### config.mk
export PLATFORM = sky130hd
export DESIGN_NAME = priority_voice_allocator
export DESIGN_NICKNAME = d
export VERILOG_FILES = /design/src/rtl/pva_pkg.sv /design/src/rtl/pva_ctrl.sv /design/src/rtl/pva_datapath.sv /design/src/rtl/priority_voice_allocator.sv
export SDC_FILE = /design/constraint.sdc
export NUM_CORES = 1
export LEC_CHECK = 0
export BUFFER_PORTS_ARGS = -buffer_cell sky130_fd_sc_hd__buf_4
export CAP_MARGIN = 20
export CORE_MARGIN = 4
export CORE_UTILIZATION = 50
export CTS_CLUSTER_SIZE = 40
export DETAILED_ROUTE_END_ITERATION = 10
export PLACE_DENSITY = 0.73
export SYNTH_ARGS = -nofsm -noshare
export SYNTH_HDL_FRONTEND = slang
export SYNTH_HIERARCHICAL = 1
export SYNTH_SLANG_ARGS = --single-unit
### constraint.sdc
create_clock -name clk_i -period 4.28 [get_ports clk_i]
set_input_delay 1.07 -clock clk_i [delete_from_list [all_inputs] [get_ports clk_i]]
set_output_delay 1.07 -clock clk_i [all_outputs]
set_load 0.02 [all_outputs]
### src/rtl/pva_pkg.sv
// Shared types and constants for the priority voice allocator.
package pva_pkg;

  localparam int unsigned CfgW    = 7;
  localparam int unsigned CfgIdxW = 2;
  localparam int unsigned ChanW   = 6;
  localparam int unsigned PrioW   = 16;
  localparam int unsigned BusyW   = 64;

  localparam logic [CfgIdxW-1:0] CFG_NUM_CHANNELS     = 2'd0;
  localparam logic [CfgIdxW-1:0] CFG_FIRST_3D_CHANNEL = 2'd1;
  localparam logic [CfgIdxW-1:0] CFG_HAS_3D           = 2'd2;

  localparam logic [1:0] MODE_FIND_2D = 2'd0;
  localparam logic [1:0] MODE_FIND_3D = 2'd1;
  localparam logic [1:0] MODE_PLAY    = 2'd2;
  localparam logic [1:0] MODE_UNUSED  = 2'd3;

  typedef struct packed {
    logic [1:0]       mode;
    logic [PrioW-1:0] priority_req;
    logic [ChanW-1:0] channel;
    logic [BusyW-1:0] busy_mask;
  } pva_in_t;

  typedef struct packed {
    logic [ChanW-1:0] chosen_channel;
    logic             ok;
    logic             stolen;
  } pva_out_t;

  // controller to datapath
  typedef struct packed {
    logic load;    // capture a new request
    logic scan;    // request in progress
    logic commit;  // write result register, apply play update
  } pva_cmd_t;

  // datapath to controller
  typedef struct packed {
    logic done;    // result of the current request is settled
  } pva_sts_t;

endpackage

### src/rtl/pva_ctrl.sv
// Controller: request sequencing and output register handshake.
module pva_ctrl
  import pva_pkg::*;
(
  input  logic     clk_i,
  input  logic     rst_ni,
  input  logic     in_valid_i,
  output logic     in_ready_o,
  output logic     out_valid_o,
  input  logic     out_ready_i,
  input  pva_sts_t sts_i,
  output pva_cmd_t cmd_o
);

  typedef enum logic [1:0] {
    ST_IDLE = 2'b01,
    ST_BUSY = 2'b10
  } pva_state_e;

  pva_state_e state_q, state_d;
  logic       out_valid_q, out_valid_d;
  logic       slot_free;

  assign in_ready_o  = (state_q == ST_IDLE);
  assign out_valid_o = out_valid_q;
  assign slot_free   = !out_valid_q || out_ready_i;

  always_comb begin
    cmd_o.load   = 1'b0;
    cmd_o.scan   = 1'b0;
    cmd_o.commit = 1'b0;
    state_d      = state_q;
    unique case (state_q)
      ST_IDLE: begin
        if (in_valid_i) begin
          cmd_o.load = 1'b1;
          state_d    = ST_BUSY;
        end
      end
      ST_BUSY: begin
        cmd_o.scan = 1'b1;
        if (sts_i.done && slot_free) begin
          cmd_o.commit = 1'b1;
          state_d      = ST_IDLE;
        end
      end
      default: state_d = ST_IDLE;
    endcase
  end

  always_comb begin
    out_valid_d = out_valid_q;
    if (out_ready_i) out_valid_d = 1'b0;
    if (cmd_o.commit) out_valid_d = 1'b1;
  end

  always_ff @(posedge clk_i or negedge rst_ni) begin
    if (!rst_ni) begin
      state_q     <= ST_IDLE;
      out_valid_q <= 1'b0;
    end else begin
      state_q     <= state_d;
      out_valid_q <= out_valid_d;
    end
  end

endmodule

### src/rtl/pva_datapath.sv
// Datapath: config registers, priority table, channel scan and result register.
module pva_datapath
  import pva_pkg::*;
#(
  parameter int unsigned MAX_CHANNELS = 64
) (
  input  logic               clk_i,
  input  logic               rst_ni,
  input  logic               cfg_we_i,
  input  logic [CfgIdxW-1:0] cfg_idx_i,
  input  logic [CfgW-1:0]    cfg_data_i,
  input  pva_in_t            in_data_i,
  output pva_out_t           out_data_o,
  input  pva_cmd_t           cmd_i,
  output pva_sts_t           sts_o
);

  localparam int unsigned AW = (MAX_CHANNELS > 1) ? $clog2(MAX_CHANNELS) : 1;
  localparam logic [CfgW-1:0] MaxCnt = CfgW'(MAX_CHANNELS);

  // configuration
  logic [CfgW-1:0] num_channels_q, first_3d_q;
  logic            has_3d_q;

  always_ff @(posedge clk_i or negedge rst_ni) begin
    if (!rst_ni) begin
      num_channels_q <= 7'd64;
      first_3d_q     <= '0;
      has_3d_q       <= 1'b1;
    end else if (cfg_we_i) begin
      unique case (cfg_idx_i)
        CFG_NUM_CHANNELS:     num_channels_q <= cfg_data_i;
        CFG_FIRST_3D_CHANNEL: first_3d_q     <= cfg_data_i;
        CFG_HAS_3D:           has_3d_q       <= cfg_data_i[0];
        default: ;
      endcase
    end
  end

  // request registers
  pva_in_t         item_q;
  logic [CfgW-1:0] count_q, addr_q;
  logic            fail_q, play_q;
  logic            pend_q, free_q, have_q;
  logic [PrioW-1:0] best_prio_q;
  logic [ChanW-1:0] best_idx_q;

  // table read stage
  logic [PrioW-1:0] mem_q [MAX_CHANNELS];
  logic [MAX_CHANNELS-1:0] vld_q;
  logic [PrioW-1:0] rd_prio_q;
  logic [ChanW-1:0] rd_idx_q;
  logic             rd_busy_q;

  logic            issue, eval, better, play_ok, tbl_we;
  logic [CfgW-1:0] count_ld;
  pva_out_t        res;
  pva_out_t        out_q;

  assign count_ld = (num_channels_q > MaxCnt) ? MaxCnt : num_channels_q;
  assign issue    = cmd_i.scan && !fail_q && !play_q && !free_q && (addr_q < count_q);
  assign eval     = pend_q && !free_q;
  assign better   = (rd_prio_q < item_q.priority_req) && (!have_q || rd_prio_q <= best_prio_q);
  assign play_ok  = {1'b0, item_q.channel} < count_q;
  assign tbl_we   = cmd_i.commit && play_q && play_ok;

  assign sts_o.done = fail_q || play_q || free_q || ((addr_q >= count_q) && !pend_q);

  always_ff @(posedge clk_i or negedge rst_ni) begin
    if (!rst_ni) begin
      pend_q <= 1'b0;
      free_q <= 1'b0;
      have_q <= 1'b0;
      fail_q <= 1'b0;
      play_q <= 1'b0;
      vld_q  <= '0;
    end else begin
      if (cmd_i.load) begin
        pend_q <= 1'b0;
        free_q <= 1'b0;
        have_q <= 1'b0;
        fail_q <= (in_data_i.mode == MODE_UNUSED) ||
                  ((in_data_i.mode == MODE_FIND_3D) && !has_3d_q);
        play_q <= (in_data_i.mode == MODE_PLAY);
      end else begin
        pend_q <= issue;
        if (eval) begin
          if (!rd_busy_q) free_q <= 1'b1;
          else if (better) have_q <= 1'b1;
        end
      end
      if (tbl_we) vld_q[item_q.channel[AW-1:0]] <= 1'b1;
    end
  end

  always_ff @(posedge clk_i) begin
    if (cmd_i.load) begin
      item_q  <= in_data_i;
      count_q <= count_ld;
      addr_q  <= (in_data_i.mode == MODE_FIND_3D) ? first_3d_q : '0;
    end else if (issue) begin
      addr_q <= addr_q + 1'b1;
    end
    if (issue) begin
      rd_prio_q <= vld_q[addr_q[AW-1:0]] ? mem_q[addr_q[AW-1:0]] : '0;
      rd_idx_q  <= addr_q[ChanW-1:0];
      rd_busy_q <= item_q.busy_mask[addr_q[ChanW-1:0]];
    end
    if (eval && (!rd_busy_q || better)) begin
      best_idx_q  <= rd_idx_q;
      best_prio_q <= rd_prio_q;
    end
    if (tbl_we) mem_q[item_q.channel[AW-1:0]] <= item_q.priority_req;
    if (cmd_i.commit) out_q <= res;
  end

  always_comb begin
    res = '0;
    if (play_q) begin
      if (play_ok) begin
        res.chosen_channel = item_q.channel;
        res.ok             = 1'b1;
      end
    end else if (!fail_q) begin
      if (free_q) begin
        res.chosen_channel = best_idx_q;
        res.ok             = 1'b1;
      end else if (have_q) begin
        res.chosen_channel = best_idx_q;
        res.ok             = 1'b1;
        res.stolen         = 1'b1;
      end
    end
  end

  assign out_data_o = out_q;

`ifndef ASSERT_OFF
  a_free_is_idle: assert property (@(posedge clk_i) disable iff (!rst_ni)
    cmd_i.commit && free_q && !play_q && !fail_q |-> !item_q.busy_mask[best_idx_q])
    else $error("free channel result points at a busy channel");
  a_steal_lower: assert property (@(posedge clk_i) disable iff (!rst_ni)
    have_q && !free_q |-> best_prio_q < item_q.priority_req)
    else $error("steal candidate not below requested priority");
  a_read_in_range: assert property (@(posedge clk_i) disable iff (!rst_ni)
    pend_q |-> {1'b0, rd_idx_q} < count_q)
    else $error("table read outside channel range");
`endif

endmodule

### src/rtl/priority_voice_allocator.sv
// Top level: priority voice allocator with busy search and priority stealing.
//
// One request is handled at a time. A find request scans its channel range one
// table entry per cycle through the priority table's single registered read
// port. It stops at the first idle channel, or scans the whole range when every
// channel in it is busy. Play requests, unused modes, 3D requests with no 3D
// mixer and finds over an empty range finish without a table scan. The result
// sits in an output register, so a new request is taken while the last result
// waits. A held result stalls the next request's result for as long as
// out_ready_i stays low.
// The table starts all zero after reset with no clearing pass.
module priority_voice_allocator
  import pva_pkg::*;
#(
  parameter int unsigned MAX_CHANNELS = 64
) (
  input  logic               clk_i,
  input  logic               rst_ni,
  input  logic               cfg_we_i,
  input  logic [CfgIdxW-1:0] cfg_idx_i,
  input  logic [CfgW-1:0]    cfg_data_i,
  input  logic               in_valid_i,
  output logic               in_ready_o,
  input  pva_in_t            in_data_i,
  output logic               out_valid_o,
  input  logic               out_ready_i,
  output pva_out_t           out_data_o
);

  pva_cmd_t cmd;
  pva_sts_t sts;

  pva_ctrl u_ctrl (
    .clk_i       (clk_i),
    .rst_ni      (rst_ni),
    .in_valid_i  (in_valid_i),
    .in_ready_o  (in_ready_o),
    .out_valid_o (out_valid_o),
    .out_ready_i (out_ready_i),
    .sts_i       (sts),
    .cmd_o       (cmd)
  );

  pva_datapath #(
    .MAX_CHANNELS (MAX_CHANNELS)
  ) u_datapath (
    .clk_i      (clk_i),
    .rst_ni     (rst_ni),
    .cfg_we_i   (cfg_we_i),
    .cfg_idx_i  (cfg_idx_i),
    .cfg_data_i (cfg_data_i),
    .in_data_i  (in_data_i),
    .out_data_o (out_data_o),
    .cmd_i      (cmd),
    .sts_o      (sts)
  );

endmodule

==> flow_metrics.py <==
metrics = {
    "cts": {
        "numCtsBuffers": 119,
        "cts_tree": "built",
        "cts_resized": 0,
        "cts.sinks": 1264,
        "clockBufferDepth": 3,
        "htreeDepth": 3,
        "postCtsSetupBuffers": 0,
        "cts_root_buf": "clkbuf_16",
        "clk_latency_ns": 0.68,
        "clk_pin_slew_worst_paths_ns": 0.06,
        "cts_hold_buf": 0,
    },
    "layout": {
        "drive_gt1_frac": 0.278,
        "finalNetCount": 2736,
        "syn_to_final_growth_pct": 13.9,
        "postLayoutCoreUtil": 0.576,
        "diodes": 0,
    },
    "yosys": {
        "yosysWarnings": 6,
        "synth_fp_nets": 2494,
        "ys_ff_latch": 1264,
        "netlist.top_cell.by_area": "edfxtp_1",
        "avgSynthCellArea_um2": 20.9,
        "synth_common_cells": "1177 x edfxtp_1, 290 x mux4_2, 136 x a22oi_1, 84 x dfrtp_1, 74 x nor2_1",
        "yosys.cell_count.top_type": "edfxtp_1",
        "synth_area_leaders": "edfxtp_1 72%, mux4_2 13%, dfrtp_1 4.3%",
        "synthArstFlopShare": 0.0688,
        "yosysSeqAreaShare": 0.766,
        "synthesis.area_um2": 49000,
        "yosysUniqueCellTypes": 50,
        "synth_cells": 2348,
        "synth.top_cell.area_share": 0.721,
        "synthFlopType": "edfxtp_1",
        "synth_edf_count": 1177,
    },
    "detailed_routing": {
        "wl_per_cell_um": 28.9,
        "wl_um": 114000,
        "vias_per_cell": 6.26,
        "dr.pass1.iters": 5,
        "drt_iter0_drc": 3294,
        "drc": 0,
        "ant_nets": 0,
        "vias": 24800,
    },
    "setup_path": {
        "crit_fanout": 86,
        "path_depth": 7,
        "crit_family": "compound AO/OA/AOI/OAI gates",
        "arrival_ns": 4.35,
        "crit_path_max_incr_delay_ns": 0.69,
        "r2r_cells": 7,
        "crit_buf_inv": 2,
        "required_ns": 4.67,
        "crit_type": "reg -> reg",
        "cp-start-kind": "flop",
        "path_cells": "buf_12, buf_12, mux4_2, a22oi_1, a21oi_1, a211oi_1, a211oi_1",
        "cp_slowest_cell": "a211oi_1",
        "cp-end-kind": "flop",
    },
    "placement": {
        "gp_congestion": 0.849,
        "dp_hpwl_um": 66800,
        "portBuffers": 111,
        "place_ws_ns": 0.376,
    },
    "global_route": {
        "grt_pass1_wl_um": 169000,
        "antenna_found_initial": 1,
        "grt_pass1_vias": 25700,
        "grt_max_degree": 98,
        "grt-ovfl-total": 0,
        "grt_usage": 0.223,
    },
    "power": {
        "ir_drop_v": 0.000470,
        "total_power_mw": 33.9,
        "p_leak_nw": 18.5,
        "p_per_area_nw_per_um2": 607,
    },
    "floorplan": {
        "initial_utilization": 0.505,
        "die_y_um": 321,
        "io_pins": 112,
        "die_width_um": 321,
        "dieArea_um2": 103000,
        "coreArea_um2": 97000,
        "rows": 114,
    },
    "worst_hold_path": {
        "hp-class": "reg -> reg",
        "min_path_cells": 0,
    },
    "timing": {
        "slew_viol_final": 0,
        "rsz0062_at_grt": "false",
        "hold_viol_final": 0,
        "period_needed_ns": 3.96,
        "setup_slack_ns": 0.316,
        "max_slew_margin": 0.319,
        "fin_tns_setup_ns": 0,
        "setup_viol": 0,
        "worst_pin_slew_ns": 1.02,
        "timing.final.crit_share": 0.926,
        "skew_ns": 0.0223,
        "fmax_mhz": 252,
    },
    "status": {
        "status": "finished clean",
    },
    "flow_run": {
        "max_cap_violations": 0,
    },
}
cell families (layout without fill, tap and decap cells):
logic type	count (synthesis)	count (layout)	share of synthesized area
flip-flops	1264	1264	0.766
AO/OA/AOI/OAI	352	352	0.0501
multiplexers	308	308	0.137
AND/OR/NAND/NOR	192	192	0.0183
buffers and inverters	183	517	0.0161
adder cells (fa/ha/maj)	44	44	0.0112
XOR/XNOR	5	5	0.000894
cells in the final DEF (no fill, tap or decap), types with 6 or more instances in the layout:
cell       instances
a211oi_1          36
dfrtp_1           84
mux4_2           290
a21o_1            12
mux2_2            16
nand2_1           52
inv_1             48
nand4_1            8
nand3_1           11
ha_1              44
clkbuf_16        119
clkinv_2          27
o21ai_0            7
clkinv_1          34
nor2b_1           11
clkbuf_1          12
buf_4            242
a22oi_1          136
a22o_1             6
buf_12            13
edfxtp_1        1177
nand3b_1           8
a21oi_1           70
bufinv_16         12
o22ai_1            8
o21bai_1          65
nor2_1            73
stage by stage:
step / instances / instance area [µm²] / hold WS (ns)
final: 3958 / 55800 / 0.422
after global routing: 3958 / 55800 / 0.425
after CTS: 3957 / 55800 / 0.424
after detailed placement: 3744 / 52100 / 0.408
after global placement: 3744 / 52100 / 0.403
after floorplan: 2348 / 49000 / 0.400
worst register-to-register path, cell delays in order, from the launching register on:
cell and delay, ns:
edfxtp_1 0.40, buf_12 0.51, buf_12 0.62, mux4_2 0.81
a22oi_1 0.36, a21oi_1 0.18, a211oi_1 0.69, a211oi_1 0.11
layer usage:
| metal | GRT usage | vias to the layer above | routed length, µm |
|---|---|---|---|
| li1 | - | 10200 | - |
| met1 | 0.308 | 12900 | 43000 |
| met2 | 0.352 | 1411 | 55200 |
| met3 | 0.0492 | 246 | 11700 |
| met4 | 0.0867 | 0 | 4570 |
| met5 | 0 | - | 0 |
final timing paths:
path / from / end / slack [ns]
max in group asynchronous: rst_ni / u_datapath/vld_q[25] / 2.94
worst min-delay path: u_datapath/rd_idx_q[4] / u_datapath/best_idx_q[4] / 0.42
worst min register to register: u_datapath/rd_idx_q[4] / u_datapath/best_idx_q[4] / 0.42
min in group asynchronous: rst_ni / u_ctrl/out_valid_o / 0.47
worst max-delay path: u_datapath/addr_q[0] / u_datapath/rd_prio_q[7] / 0.32
worst max register to register: u_datapath/addr_q[0] / u_datapath/rd_prio_q[7] / 0.32
report_power, final:
part | leakage, nW | internal [mW] | switching (mW)
registers | 11.8 | 14.6 | 0.228
clock network | 1.84 | 5.77 | 4.34
logic | 4.87 | 3.48 | 5.51
flip-flops by register name, summed over array words and instances (netlist names):
name                       cells
u_ctrl/state_q                 2
u_datapath/best_prio_q        16
u_datapath/addr_q              7
u_datapath/rd_idx_q            6
u_datapath/item_q             86
u_datapath/free_q              1
u_datapath/num_channels_q      7
u_datapath/have_q              1
u_datapath/rd_busy_q           1
u_datapath/has_3d_q            1
u_datapath/pend_q              1
u_datapath/best_idx_q          6
u_datapath/mem_q            1024
u_datapath/play_q              1
u_datapath/count_q             7
u_datapath/out_data_o          8
u_datapath/rd_prio_q          16
u_datapath/vld_q              64
u_datapath/first_3d_q          7
u_datapath/fail_q              1
u_ctrl/out_valid_o             1
layout make-up:
class	instances	area, µm²
clock buffer	131	3020
clock inverter	82	712
fill	6868	41200
inverter	48	180
multi-input combinational	901	10700
sequential	1264	37500
tap	1276	1600
timing repair buffer	256	2080
Power figures use the tool's default switching activity.
